$ cat config.mk
export PLATFORM = sky130hd
export DESIGN_NAME = wilder_rsi_indicator_core_flat
export DESIGN_NICKNAME = d
export VERILOG_FILES = /design/src/hw/rtl/wrsi_pkg.sv /design/src/hw/rtl/wrsi_in_if.sv /design/src/hw/rtl/wrsi_out_if.sv /design/src/hw/rtl/wrsi_cfg.sv /design/src/hw/rtl/wrsi_div.sv /design/src/hw/rtl/wilder_rsi_indicator_core.sv /design/src/flat_wrapper.sv
export SDC_FILE = /design/constraint.sdc
export NUM_CORES = 2
export LEC_CHECK = 0
export BUFFER_PORTS_ARGS = -buffer_cell sky130_fd_sc_hd__buf_2
export CAP_MARGIN = 20
export CORE_ASPECT_RATIO = 2
export CORE_MARGIN = 5
export CORE_UTILIZATION = 45
export CTS_CLUSTER_SIZE = 16
export DETAILED_ROUTE_END_ITERATION = 12
export PLACE_DENSITY = 0.62
export SLEW_MARGIN = 20
export SYNTH_ARGS = -nofsm -noshare
export SYNTH_HDL_FRONTEND = slang
export SYNTH_SLANG_ARGS = --single-unit
$ cat constraint.sdc
create_clock -name clk -period 22.6 [get_ports clk]
set_input_delay 4.52 -clock clk [delete_from_list [all_inputs] [get_ports clk]]
set_output_delay 4.52 -clock clk [all_outputs]
set_load 0.1 [all_outputs]
$ cat src/hw/rtl/wrsi_pkg.sv
package wrsi_pkg;

	// Fixed widths of the channel payloads and the configuration register.
	localparam int PRICE_IN_W = 32;
	localparam int RSI_W      = 15;
	localparam int PERIOD_W   = 8;

	// Configuration port.
	localparam int APB_DW = 32;
	localparam int APB_AW = 3;
	localparam logic [APB_AW-3:0] REG_PERIOD = '0;

	localparam logic [PERIOD_W-1:0] PERIOD_RESET = 8'd14;

	// RSI of a series with no losses, times 256.
	localparam logic [RSI_W-1:0] RSI_FULL = 15'd25600;

	// Warm-up counter value once the averages are seeded.
	localparam logic [PERIOD_W-1:0] SEEDED = 8'd255;

	// Quotient bits the divider produces per cycle when dividing by the period.
	localparam int NSUB = 4;

	// Request to the shared divider.
	typedef struct packed {
		logic start;
		logic narrow;
	} div_ctl_t;

endpackage

$ cat src/hw/rtl/wrsi_in_if.sv
interface wrsi_in_if import wrsi_pkg::*; ();

	logic                  valid;
	logic                  ready;
	logic [PRICE_IN_W-1:0] close_price;
	logic                  restart;

	modport source (output valid, output close_price, output restart, input ready);
	modport sink (input valid, input close_price, input restart, output ready);

endinterface

$ cat src/hw/rtl/wrsi_out_if.sv
interface wrsi_out_if import wrsi_pkg::*; ();

	logic             valid;
	logic             ready;
	logic [RSI_W-1:0] rsi_value;

	modport source (output valid, output rsi_value, input ready);
	modport sink (input valid, input rsi_value, output ready);

endinterface

$ cat src/hw/rtl/wrsi_cfg.sv
module wrsi_cfg import wrsi_pkg::*; (
	input  logic                clk,
	input  logic                arst_n,
	input  logic                psel,
	input  logic                penable,
	input  logic                pwrite,
	input  logic [APB_AW-1:0]   paddr,
	input  logic [APB_DW-1:0]   pwdata,
	output logic [APB_DW-1:0]   prdata,
	output logic                pready,
	output logic [PERIOD_W-1:0] period
);

	logic [PERIOD_W-1:0] period_q;
	logic                wr_en;

	// The port never inserts wait states.
	assign pready = 1'b1;
	assign wr_en  = psel && penable && pwrite && (paddr[APB_AW-1:2] == REG_PERIOD);

	// Period register.
	always_ff @(posedge clk or negedge arst_n) begin
		if (!arst_n) begin
			period_q <= PERIOD_RESET;
		end else if (wr_en) begin
			period_q <= pwdata[PERIOD_W-1:0];
		end
	end

	// Read decode; unmapped words read as zero.
	always_comb begin
		unique case (paddr[APB_AW-1:2])
			REG_PERIOD: prdata = APB_DW'(period_q);
			default:    prdata = '0;
		endcase
	end

	assign period = period_q;

endmodule

$ cat src/hw/rtl/wrsi_div.sv
module wrsi_div import wrsi_pkg::*; #(
	parameter int SUM_W = 56
) (
	input  logic                   clk,
	input  logic                   arst_n,
	input  div_ctl_t               ctl,
	input  logic [SUM_W+RSI_W-1:0] dividend,
	input  logic [SUM_W:0]         divisor,
	output logic                   done,
	output logic [SUM_W-1:0]       quotient
);

	localparam int MUL_W   = SUM_W + RSI_W;
	localparam int DN_W    = SUM_W + PERIOD_W;
	localparam int NSTEP   = (DN_W + NSUB - 1) / NSUB;
	localparam int NR_W    = NSTEP * NSUB;
	localparam int MAXSTEP = (NSTEP > RSI_W) ? NSTEP : RSI_W;
	localparam int CNT_W   = $clog2(MAXSTEP + 1);
	localparam int DV_W    = SUM_W + 1;

	logic             busy_q;
	logic             done_q;
	logic [CNT_W-1:0] cnt_q;
	logic             narrow_q;
	logic [DV_W-1:0]  rem_q;
	logic [DV_W-1:0]  dv_q;
	logic [NR_W-1:0]  sh_q;

	logic [PERIOD_W-1:0] nr;
	logic [PERIOD_W:0]   nt;
	logic [NR_W-1:0]     nsh;
	logic [DV_W:0]       wt;
	logic [DV_W:0]       wdiff;
	logic                wge;

	// Narrow mode: several restoring steps against the 8-bit period per cycle.
	// The shift register moves dividend bits out at the top and quotient bits in below.
	always_comb begin
		nr  = rem_q[PERIOD_W-1:0];
		nsh = sh_q;
		nt  = '0;
		for (int k = 0; k < NSUB; k++) begin
			nt  = {nr, nsh[NR_W-1]};
			nsh = {nsh[NR_W-2:0], 1'b0};
			if (nt >= {1'b0, dv_q[PERIOD_W-1:0]}) begin
				nt     = nt - {1'b0, dv_q[PERIOD_W-1:0]};
				nsh[0] = 1'b1;
			end
			nr = nt[PERIOD_W-1:0];
		end
	end

	// Wide mode: one restoring step per cycle against the full divisor.
	assign wt    = {rem_q, sh_q[NR_W-1]};
	assign wdiff = wt - {1'b0, dv_q};
	assign wge   = (wt >= {1'b0, dv_q});

	// Step counter and completion flag.
	always_ff @(posedge clk or negedge arst_n) begin
		if (!arst_n) begin
			busy_q <= 1'b0;
			done_q <= 1'b0;
			cnt_q  <= '0;
		end else begin
			done_q <= 1'b0;
			if (ctl.start) begin
				busy_q <= 1'b1;
				cnt_q  <= ctl.narrow ? CNT_W'(NSTEP) : CNT_W'(RSI_W);
			end else if (busy_q) begin
				cnt_q <= cnt_q - 1'b1;
				if (cnt_q == CNT_W'(1)) begin
					busy_q <= 1'b0;
					done_q <= 1'b1;
				end
			end
		end
	end

	// Operand and partial remainder registers. In wide mode the quotient is known
	// to fit the RSI width, so the remainder starts from the dividend's upper bits.
	always_ff @(posedge clk) begin
		if (ctl.start) begin
			narrow_q <= ctl.narrow;
			dv_q     <= divisor;
			if (ctl.narrow) begin
				rem_q <= '0;
				sh_q  <= NR_W'(dividend[DN_W-1:0]);
			end else begin
				rem_q <= DV_W'(dividend[MUL_W-1:RSI_W]);
				sh_q  <= {dividend[RSI_W-1:0], {(NR_W-RSI_W){1'b0}}};
			end
		end else if (busy_q) begin
			if (narrow_q) begin
				rem_q <= DV_W'(nr);
				sh_q  <= nsh;
			end else begin
				rem_q <= wge ? wdiff[DV_W-1:0] : wt[DV_W-1:0];
				sh_q  <= {sh_q[NR_W-2:0], wge};
			end
		end
	end

	assign done     = done_q;
	assign quotient = sh_q[SUM_W-1:0];

endmodule

$ cat src/hw/rtl/wilder_rsi_indicator_core.sv
// Wilder RSI engine. Each transfer on price_ch carries one closing price; every
// price that completes the seed of the averages, and every price after it, gives
// one transfer on rsi_ch holding 256*RSI (0 to 25600). The period register (byte
// address 0, reset 14, zero acts as 1) is to be written by the user only while
// the block is idle; the block itself does not enforce this. Items are handled
// one at a time under a small sequencer. For a price that produces an RSI, the
// shared divider divides the two averages by the period four quotient bits per
// cycle and then divides for the RSI one bit per cycle; the RSI division is
// skipped when the loss average is zero. A finished result waits in an output
// register, so the next price is taken while it is still pending; a later result
// that finds that register still full waits in the last state until the register
// is taken.
module wilder_rsi_indicator_core import wrsi_pkg::*; #(
	parameter int PRICE_BITS    = 32,
	parameter int AVG_FRAC_BITS = 16
) (
	input  logic              clk,
	input  logic              arst_n,
	wrsi_in_if.sink           price_ch,
	wrsi_out_if.source        rsi_ch,
	input  logic              psel,
	input  logic              penable,
	input  logic              pwrite,
	input  logic [APB_AW-1:0] paddr,
	input  logic [APB_DW-1:0] pwdata,
	output logic [APB_DW-1:0] prdata,
	output logic              pready
);

	localparam int AVG_W = PRICE_BITS + AVG_FRAC_BITS;
	localparam int SUM_W = AVG_W + PERIOD_W;
	localparam int MUL_W = SUM_W + RSI_W;
	localparam int DV_W  = SUM_W + 1;

	// Sequencer states.
	localparam logic [3:0] S_IDLE = 4'd0;
	localparam logic [3:0] S_ACC  = 4'd1;
	localparam logic [3:0] S_STG  = 4'd2;
	localparam logic [3:0] S_DVG  = 4'd3;
	localparam logic [3:0] S_STL  = 4'd4;
	localparam logic [3:0] S_DVL  = 4'd5;
	localparam logic [3:0] S_RSM  = 4'd6;
	localparam logic [3:0] S_RSS  = 4'd7;
	localparam logic [3:0] S_RSD  = 4'd8;
	localparam logic [3:0] S_OUT  = 4'd9;

	logic [3:0]          state_q;
	logic                have_last_q;
	logic [PERIOD_W-1:0] warm_q;
	logic                seed_q;
	logic                out_valid_q;
	logic [PRICE_BITS-1:0] last_q;
	logic [PRICE_BITS-1:0] up_q;
	logic [PRICE_BITS-1:0] dn_q;
	logic [SUM_W-1:0]    gain_q;
	logic [SUM_W-1:0]    loss_q;
	logic [MUL_W-1:0]    mul_q;
	logic [RSI_W-1:0]    res_q;
	logic [RSI_W-1:0]    rsi_q;

	logic [PERIOD_W-1:0]   period;
	logic [PERIOD_W-1:0]   p_eff;
	logic [PERIOD_W-1:0]   warm_n;
	logic [PRICE_BITS-1:0] price;
	logic                  in_acc;
	logic                  first;
	logic                  seeded;
	logic                  out_load;
	logic [SUM_W-1:0]      gm;
	logic [SUM_W-1:0]      lm;
	logic [SUM_W-1:0]      mul_a;
	logic [RSI_W-1:0]      mul_k;
	logic [MUL_W-1:0]      mul_p;
	div_ctl_t              div_ctl;
	logic [MUL_W-1:0]      div_dividend;
	logic [DV_W-1:0]       div_divisor;
	logic                  div_done;
	logic [SUM_W-1:0]      div_q;

	wrsi_cfg u_cfg (
		.clk     (clk),
		.arst_n  (arst_n),
		.psel    (psel),
		.penable (penable),
		.pwrite  (pwrite),
		.paddr   (paddr),
		.pwdata  (pwdata),
		.prdata  (prdata),
		.pready  (pready),
		.period  (period)
	);

	// Handshakes and derived values.
	assign price_ch.ready  = (state_q == S_IDLE);
	assign in_acc          = price_ch.valid && price_ch.ready;
	assign price           = PRICE_BITS'(price_ch.close_price);
	assign first           = price_ch.restart || !have_last_q;
	assign p_eff           = (period == '0) ? PERIOD_W'(1) : period;
	assign warm_n          = warm_q + 1'b1;
	assign seeded          = (warm_q == SEEDED);
	assign out_load        = (state_q == S_OUT) && (!out_valid_q || rsi_ch.ready);
	assign gm              = SUM_W'({up_q, {AVG_FRAC_BITS{1'b0}}});
	assign lm              = SUM_W'({dn_q, {AVG_FRAC_BITS{1'b0}}});
	assign rsi_ch.valid     = out_valid_q;
	assign rsi_ch.rsi_value = rsi_q;

	// Shared multiplier: average times (period-1) for smoothing, gain times 25600 for RSI.
	assign mul_a = (state_q == S_STG) ? loss_q : gain_q;
	assign mul_k = (state_q == S_RSM) ? RSI_FULL : RSI_W'(p_eff - 1'b1);
	assign mul_p = MUL_W'(mul_a) * MUL_W'(mul_k);

	// Divider requests: gain and loss by the period, then the RSI ratio.
	always_comb begin
		div_ctl.start = (state_q == S_STG) || (state_q == S_STL) || (state_q == S_RSS);
		div_ctl.narrow = (state_q != S_RSS);
		div_divisor = DV_W'(p_eff);
		div_dividend = '0;
		case (state_q)
			S_STG:   div_dividend = seed_q ? MUL_W'(gain_q) : mul_q + MUL_W'(gm);
			S_STL:   div_dividend = seed_q ? MUL_W'(loss_q) : mul_q + MUL_W'(lm);
			S_RSS: begin
				div_dividend = mul_q;
				div_divisor  = DV_W'(gain_q) + DV_W'(loss_q);
			end
			default: div_dividend = '0;
		endcase
	end

	wrsi_div #(
		.SUM_W (SUM_W)
	) u_div (
		.clk      (clk),
		.arst_n   (arst_n),
		.ctl      (div_ctl),
		.dividend (div_dividend),
		.divisor  (div_divisor),
		.done     (div_done),
		.quotient (div_q)
	);

	// Sequencer and control state.
	always_ff @(posedge clk or negedge arst_n) begin
		if (!arst_n) begin
			state_q     <= S_IDLE;
			have_last_q <= 1'b0;
			warm_q      <= '0;
			seed_q      <= 1'b0;
			out_valid_q <= 1'b0;
		end else begin
			// The output register fills from the sequencer and empties on a transfer.
			if (out_load) begin
				out_valid_q <= 1'b1;
			end else if (rsi_ch.valid && rsi_ch.ready) begin
				out_valid_q <= 1'b0;
			end
			unique case (state_q)
				S_IDLE: begin
					if (in_acc) begin
						have_last_q <= 1'b1;
						if (first) begin
							warm_q <= '0;
						end else begin
							state_q <= S_ACC;
						end
					end
				end
				S_ACC: begin
					if (!seeded) begin
						if (warm_n < p_eff) begin
							warm_q  <= warm_n;
							state_q <= S_IDLE;
						end else begin
							warm_q  <= SEEDED;
							seed_q  <= 1'b1;
							state_q <= S_STG;
						end
					end else begin
						seed_q  <= 1'b0;
						state_q <= S_STG;
					end
				end
				S_STG: state_q <= S_DVG;
				S_DVG: begin
					if (div_done) begin
						state_q <= S_STL;
					end
				end
				S_STL: state_q <= S_DVL;
				S_DVL: begin
					if (div_done) begin
						state_q <= S_RSM;
					end
				end
				S_RSM: state_q <= (loss_q == '0) ? S_OUT : S_RSS;
				S_RSS: state_q <= S_RSD;
				S_RSD: begin
					if (div_done) begin
						state_q <= S_OUT;
					end
				end
				S_OUT: begin
					if (out_load) begin
						state_q <= S_IDLE;
					end
				end
				default: state_q <= S_IDLE;
			endcase
		end
	end

	// Datapath registers. During the seed phase the averages hold running sums.
	always_ff @(posedge clk) begin
		case (state_q)
			S_IDLE: begin
				if (in_acc) begin
					last_q <= price;
					if (first) begin
						gain_q <= '0;
						loss_q <= '0;
					end else begin
						up_q <= (price > last_q) ? price - last_q : '0;
						dn_q <= (price < last_q) ? last_q - price : '0;
					end
				end
			end
			S_ACC: begin
				if (!seeded) begin
					gain_q <= gain_q + gm;
					loss_q <= loss_q + lm;
				end else begin
					mul_q <= mul_p;
				end
			end
			S_STG: mul_q <= mul_p;
			S_DVG: begin
				if (div_done) begin
					gain_q <= div_q;
				end
			end
			S_DVL: begin
				if (div_done) begin
					loss_q <= div_q;
				end
			end
			S_RSM: begin
				mul_q <= mul_p;
				if (loss_q == '0) begin
					res_q <= RSI_FULL;
				end
			end
			S_RSD: begin
				if (div_done) begin
					res_q <= div_q[RSI_W-1:0];
				end
			end
			S_OUT: begin
				if (out_load) begin
					rsi_q <= res_q;
				end
			end
			default: ;
		endcase
	end

`ifndef SYNTH
	// A delivered RSI never exceeds the full-scale value.
	a_rsi_range: assert property (@(posedge clk) disable iff (!arst_n)
		rsi_ch.valid |-> (rsi_ch.rsi_value <= RSI_FULL))
		else $error("RSI result above full scale");

	// The divider only finishes while the sequencer waits for it.
	a_div_done_wait: assert property (@(posedge clk) disable iff (!arst_n)
		div_done |-> (state_q == S_DVG || state_q == S_DVL || state_q == S_RSD))
		else $error("divider finished outside a wait state");

	// The RSI division is only started with a nonzero loss average.
	a_rsi_div_loss: assert property (@(posedge clk) disable iff (!arst_n)
		(state_q == S_RSS) |-> (loss_q != '0))
		else $error("RSI division started with zero loss average");

	// Once seeded, the averages stay seeded until a new series starts.
	a_seed_holds: assert property (@(posedge clk) disable iff (!arst_n)
		(seeded && !(in_acc && first)) |=> seeded)
		else $error("seeded state lost without a restart");
`endif

endmodule

$ cat src/flat_wrapper.sv
// flat-port wrapper written by rule: the top's interface ports become plain ports
module wilder_rsi_indicator_core_flat import wrsi_pkg::*;
#(
	parameter int PRICE_BITS    = 32,
	parameter int AVG_FRAC_BITS = 16
)
  (clk, arst_n, psel, penable, pwrite, paddr, pwdata, prdata, pready, price_ch_valid, price_ch_close_price, price_ch_restart, price_ch_ready, rsi_ch_valid, rsi_ch_rsi_value, rsi_ch_ready);
  wrsi_in_if price_ch_i ();
  wrsi_out_if rsi_ch_i ();
  input  logic clk;
  input  logic arst_n;
  input  logic psel;
  input  logic penable;
  input  logic pwrite;
  input  logic [APB_AW-1:0] paddr;
  input  logic [APB_DW-1:0] pwdata;
  output logic [APB_DW-1:0] prdata;
  output logic pready;
  input wire logic [$bits(price_ch_i.valid)-1:0] price_ch_valid;
  input wire logic [$bits(price_ch_i.close_price)-1:0] price_ch_close_price;
  input wire logic [$bits(price_ch_i.restart)-1:0] price_ch_restart;
  output wire logic [$bits(price_ch_i.ready)-1:0] price_ch_ready;
  output wire logic [$bits(rsi_ch_i.valid)-1:0] rsi_ch_valid;
  output wire logic [$bits(rsi_ch_i.rsi_value)-1:0] rsi_ch_rsi_value;
  input wire logic [$bits(rsi_ch_i.ready)-1:0] rsi_ch_ready;
  assign price_ch_i.valid = price_ch_valid;
  assign price_ch_i.close_price = price_ch_close_price;
  assign price_ch_i.restart = price_ch_restart;
  assign price_ch_ready = price_ch_i.ready;
  assign rsi_ch_valid = rsi_ch_i.valid;
  assign rsi_ch_rsi_value = rsi_ch_i.rsi_value;
  assign rsi_ch_i.ready = rsi_ch_ready;
  wilder_rsi_indicator_core #(.PRICE_BITS(PRICE_BITS), .AVG_FRAC_BITS(AVG_FRAC_BITS)) u_core (.clk(clk), .arst_n(arst_n), .price_ch(price_ch_i), .rsi_ch(rsi_ch_i), .psel(psel), .penable(penable), .pwrite(pwrite), .paddr(paddr), .pwdata(pwdata), .prdata(prdata), .pready(pready));
endmodule
* Yosys cells after proc, flatten, opt, wreduce, memory -nomap -nowiden *
Index checks and enable logic that the tools add are counted.

storage, ports and cells
  register bits = 518
  input port bits = 75
  output and inout bits = 50
  word-level logic and storage cells = 169

operators by class
  $add $sub $neg = 15
  $mul = 1
  $lt $le $gt $ge = 8
  equality and inequality tests = 23
  muxes and demuxes = 65
  bitwise operators = 2
  reduce and logical (&&, ||, !) cells = 33

operator list
  operator                                                        count
  56-bit 2-to-1 mux                                               7
  56-bit one-hot mux with 3 select lines                          2
  64-bit 2-to-1 mux                                               4
  57-bit 2-to-1 mux                                               4
  71-bit 2-to-1 mux                                               3
  71-bit one-hot mux with 3 select lines                          1
  71-bit by 48-bit adder with 71-bit output                       2
  71-bit one-hot mux with 2 select lines                          1
  56-bit by 48-bit adder with 56-bit output                       2
  8-bit 2-to-1 mux                                                11
  56-bit by 15-bit multiplier with 71-bit output                  1
  32-bit subtractor                                               2
  58-bit by 57-bit greater-or-equal comparator with 1-bit output  1
  56-bit by 56-bit adder with 57-bit output                       1
  57-bit subtractor                                               1
  56-bit zero test                                                1
  15-bit 2-to-1 mux                                               3
  4-bit one-hot mux with 10 select lines                          1
  9-bit by 8-bit greater-or-equal comparator with 1-bit output    4
  32-bit > comparator                                             1
  32-bit less-than comparator                                     1
  8-bit subtractor                                                4
  15-bit one-hot mux with 2 select lines                          1
  4-bit 2-to-1 mux                                                7
  other kinds (31)                                                81

* Logic depth before layout (Yosys ltp) *
  depth in word-level cells = 11
  gate-level depth with buffers = 41
  depth with buffers taken out = 39

* By module *
Synthesis repeated with hierarchy kept, for this count alone.

unflattened totals
  cells, all modules = 7568
  area total of the unflattened synthesis = 67131.9 um2

modules (own cells, without submodules)
  module                     instances  cells each  area each (um2)  seq. area each (um2)
  wilder_rsi_indicator_core  1          6122        53043.4          9654.3
  wrsi_div                   1          1394        13505.5          5550.3
  wrsi_cfg                   1          52          583.1            203.9

* Worst setup path after synthesis *
Ideal clock, no wire load.

  kind = input to output
  from = in paddr[2]
  to = out prdata[0]
  data arrival time = 6.032 ns
  required time = 18.080 ns
  path slack = 12.048 ns
  cell stages on the path = 2
  buffers on the path = 1
  cells stage by stage = clkbuf_1 nor2b_1

on the way
  word-level cells in the longest chain between the ends = 1

ends and longest elaborated chain
  item                line                text
  start: declaration  flat_wrapper.sv:15  input logic [APB_AW-1:0] paddr;
  8-bit 2-to-1 mux    wrsi_cfg.sv:32      unique case (paddr[APB_AW-1:2])
  end: declaration    flat_wrapper.sv:17  output logic [APB_DW-1:0] prdata;

Every way passes these cells.

* Worst setup path in the final report *
  from = reg u_core.u_cfg.period_q[5], in the netlist u_core.u_cfg.period[5]
  to = reg u_core.mul_q[66] (data pin)

on the way
  word-level cells in the longest chain between the ends = 7

ends and longest elaborated chain
  item                                              line                              text
  start: declaration                                wrsi_cfg.sv:14                    logic [PERIOD_W-1:0] period_q;
  start signal: assignment                          wrsi_cfg.sv:26                    period_q <= pwdata[PERIOD_W-1:0];
  8-bit zero test                                   wilder_rsi_indicator_core.sv:98   assign p_eff = (period == '0) ? PERIOD_W'(1) : period;
  8-bit 2-to-1 mux *                                wilder_rsi_indicator_core.sv:98
  8-bit by 1-bit subtractor with 9-bit output *     wilder_rsi_indicator_core.sv:109  assign mul_k = (state_q == S_RSM) ? RSI_FULL : RSI_W'(p_eff - 1'b1);
  15-bit 2-to-1 mux *                               wilder_rsi_indicator_core.sv:109
  56-bit by 15-bit multiplier with 71-bit output *  wilder_rsi_indicator_core.sv:110  assign mul_p = MUL_W'(mul_a) * MUL_W'(mul_k);
  net u_core.mul_p[66]                              wilder_rsi_indicator_core.sv:73   logic [MUL_W-1:0] mul_p;
  71-bit 2-to-1 mux                                 wilder_rsi_indicator_core.sv:227  if (!seeded) begin
  71-bit one-hot mux with 2 select lines *          wilder_rsi_indicator_core.sv:213  case (state_q)
  end signal: assignment                            wilder_rsi_indicator_core.sv:231  mul_q <= mul_p;
  end signal: assignment                            wilder_rsi_indicator_core.sv:234  S_STG: mul_q <= mul_p;
  end signal: assignment                            wilder_rsi_indicator_core.sv:246  mul_q <= mul_p;
  end: declaration                                  wilder_rsi_indicator_core.sv:57   logic [MUL_W-1:0] mul_q;

The timed path passes the listed nets; every way through them passes the cells marked *. The select of a mux whose other input is x is not followed.
A chain may end at the register's enable or synchronous reset.

==> results.sh <==
export IMPL_antenna_found_initial=16
export IMPL_drt_total_wl_um=266000
export IMPL_synth_lib_cells_used_distinct=89
export IMPL_start_util=0.4518
export IMPL_skew_ns=0.06849
export IMPL_syn_area_per_cell_um2=8.958
export IMPL_die_area_um2=154200
export IMPL_postCtsSetupRepairBufs=0
export IMPL_die_h_um=550.4
export IMPL_vias=56530
export IMPL_globalRouteMet1Util=0.3178
export IMPL_crit_required_ns=23.00
export IMPL_fillerInstances=13910
export IMPL_critPathSlowestCell="o311ai_1"
export IMPL_coreArea_um2=145400
export IMPL_cpMostUsedCell="fa_1"
export IMPL_netlist_top_cells_area="edfxtp_1 (22%), fa_1 (22%), ha_1 (9.1%)"
export IMPL_route_antenna_remaining_nets=0
export IMPL_yosys_area_top_type="edfxtp_1"
export IMPL_final_max_slew_viol_count=0
export IMPL_synthCells=7334
export IMPL_path_class="flop to flop"
export IMPL_maxSlewHeadroom=0.1725
export IMPL_yosysMostFrequentCell="inv_1"
export IMPL_slowest_delay_ns=0.77
export IMPL_wl_per_cell_um=28.68
export IMPL_grt_met2_usage=0.5956
export IMPL_syn_area_um2=65700
export IMPL_syn_to_final_growth_pct=7.132
export IMPL_cp_max_fo=43
export IMPL_period_minus_slack_ns=11.00
export IMPL_tightest_slew_ns=1.241
export IMPL_arrival_ns=11.40
export IMPL_hp_class="flop to flop"
export IMPL_route_detailed_drc=0
export IMPL_ctsHoldBuffers=0
export IMPL_rows=198
export IMPL_numClockSinks=518
export IMPL_hold_viol=0
export IMPL_start_kind="flop"
export IMPL_rsz0062_at_grt="no"
export IMPL_dp_hpwl_um=213900
export IMPL_clockRootBuffer="clkbuf_16"
export IMPL_drtPass1Iterations=6
export IMPL_cts_buffers=55
export IMPL_fin_tns_setup_ns=0
export IMPL_seq_area_frac_synth=0.2345
export IMPL_fin_crit_sh=0.4867
export IMPL_track_usage=0.3372
export IMPL_grt_busiest_layer="met2"
export IMPL_synth_common_cells="inv_1 (965), nand2_1 (853), fa_1 (709)"
export IMPL_outcome="finished clean"
export IMPL_nNetsFinal=8582
export IMPL_worst_r2r_cell_count=28
export IMPL_vias_per_cell=6.094
export IMPL_dieWidth_um=280.2
export IMPL_htreeDepth=2
export IMPL_fmax_mhz=90.92
export IMPL_ys_flop_type="edfxtp_1"
export IMPL_drive_gt1_frac=0.05660
export IMPL_top_level_ports=125
export IMPL_multi_input_area_um2=45730
export IMPL_synth_top_cell_area_share=0.2230
export IMPL_async_reset_ff_frac=0.05792
export IMPL_yosys_warnings=0
export IMPL_cts_buffer_depth=3
export IMPL_grt_pass1_wl_um=381500
export IMPL_grt_max_degree=128
export IMPL_critPathCaptureType="flop"
export IMPL_use_met3=0.04865
export IMPL_setup_viol=0
export IMPL_first_global_vias=58540
export IMPL_seq_area_um2=15410
export IMPL_routabilityCongestion=1.043
export IMPL_drt_iter0_markers=4673
export IMPL_synth_seq_cells=518
export IMPL_synth_edff_count=488
export IMPL_grt_overflow_total=0
export IMPL_clkLatencyLatePin_ns=0.70
export IMPL_cts_clk_slew_worst_paths_ns=0.07
export IMPL_maxCapViolCount=0
export IMPL_placement_io_buffers=73
export IMPL_hold_path_cell_count=0
export IMPL_cts_resized=0
export IMPL_cts_tree="yes"
-- worst paths after layout --
kind	end	slack [ns]	startpoint
max	u_core.mul_q[66]	11.60	u_core.u_cfg.period[5]
min	u_core.rsi_ch.rsi_value[5]	0.42	u_core.res_q[5]
max reg2reg	u_core.mul_q[66]	11.60	u_core.u_cfg.period[5]
min reg2reg	u_core.rsi_ch.rsi_value[5]	0.42	u_core.res_q[5]
max in group asynchronous	u_core.seed_q	18.05	arst_n
min in group asynchronous	u_core.u_cfg.period[0]	3.91	arst_n
-- stage by stage --
step	worst slack (ns)	instances	area (um2)	hold slack, ns	utilization
finish	11.60	9277	70390	0.4198	0.4840
global route	11.31	9270	70370	0.4289	0.4839
CTS	11.76	9268	70350	0.4208	0.4838
detailed placement	11.81	9165	68470	0.4052	0.4709
global placement	11.44	9165	68450	0.4008	0.4707
floorplan	12.05	7357	65790	0.4003	-
-- cell usage in the layout, fill, tap and decap left out, types with 73 or more instances in the layout --
cell type,n
and3_1,73
xor2_1,145
nand3_1,88
xnor2_1,221
nor3_1,104
mux2i_1,152
inv_1,963
o21ai_0,378
edfxtp_1,488
buf_4,127
a21oi_1,446
buf_2,73
nand2_1,848
ha_1,476
nor2_1,669
a21o_1,231
fa_1,709
-- routing by layer --
metal | vias up | routed length [um] | share of wire
met3 | 1183 | 15910 | 0.060
met5 | - | 86 | 0.00032
met2 | 2586 | 132100 | 0.50
met1 | 27920 | 80290 | 0.30
met4 | 12 | 37690 | 0.14
li1 | 24830 | - | -
-- sequential cells by signal, summed over array words and instances (netlist names), 4 cells and up --
register and count:
u_core.u_div.dv_q 57, u_core.u_div.rem_q 57, u_core.mul_q 71, u_core.last_q 32
u_core.state_q 4, u_core.u_div.cnt_q 5, u_core.warm_q 8, u_core.u_div.sh_q 64
u_core.up_q 32, u_core.dn_q 32, u_core.loss_q 56, u_core.gain_q 56
u_core.u_cfg.period 8, u_core.rsi_ch.rsi_value 15, u_core.res_q 15
-- layout make-up --
type                            instances  area share
Sequential cell                       518      0.2189
Timing Repair Buffer                  201     0.01902
Multi-Input combinational cell       5581      0.6498
Inverter                              965     0.05150
Clock inverter                         38    0.006613
Tap cell                             1900     0.03377
Clock buffer                           65     0.02009
Antenna cell                            9   0.0003200
-- critical path: cells and delay by family (launching register included) --
| kind | cells | cell delay (ns) |
|---|---|---|
| xor+xnor | 1 | 0.54 |
| flops | 1 | 0.66 |
| simple gates | 5 | 1.47 |
| compound gates | 8 | 3.06 |
| fa+ha+maj | 8 | 3.84 |
| buf+inv | 6 | 1.07 |
-- cell families after synthesis --
kind of cell | after synthesis | synth area share
and+or+nand+nor | 2176 | 0.1462
AOI/OAI and AO/OA | 1636 | 0.1595
buffers and inverters | 1258 | 0.07418
adders and majority gates | 1185 | 0.3067
DFF | 518 | 0.2345
xor gates and xnor gates | 367 | 0.04892
muxes | 192 | 0.02996
other | 2 | 0.0001143
Power is left out: the tool's default activity adds up to more than one toggle a clock period on the data nets, which glitch-free logic cannot reach.
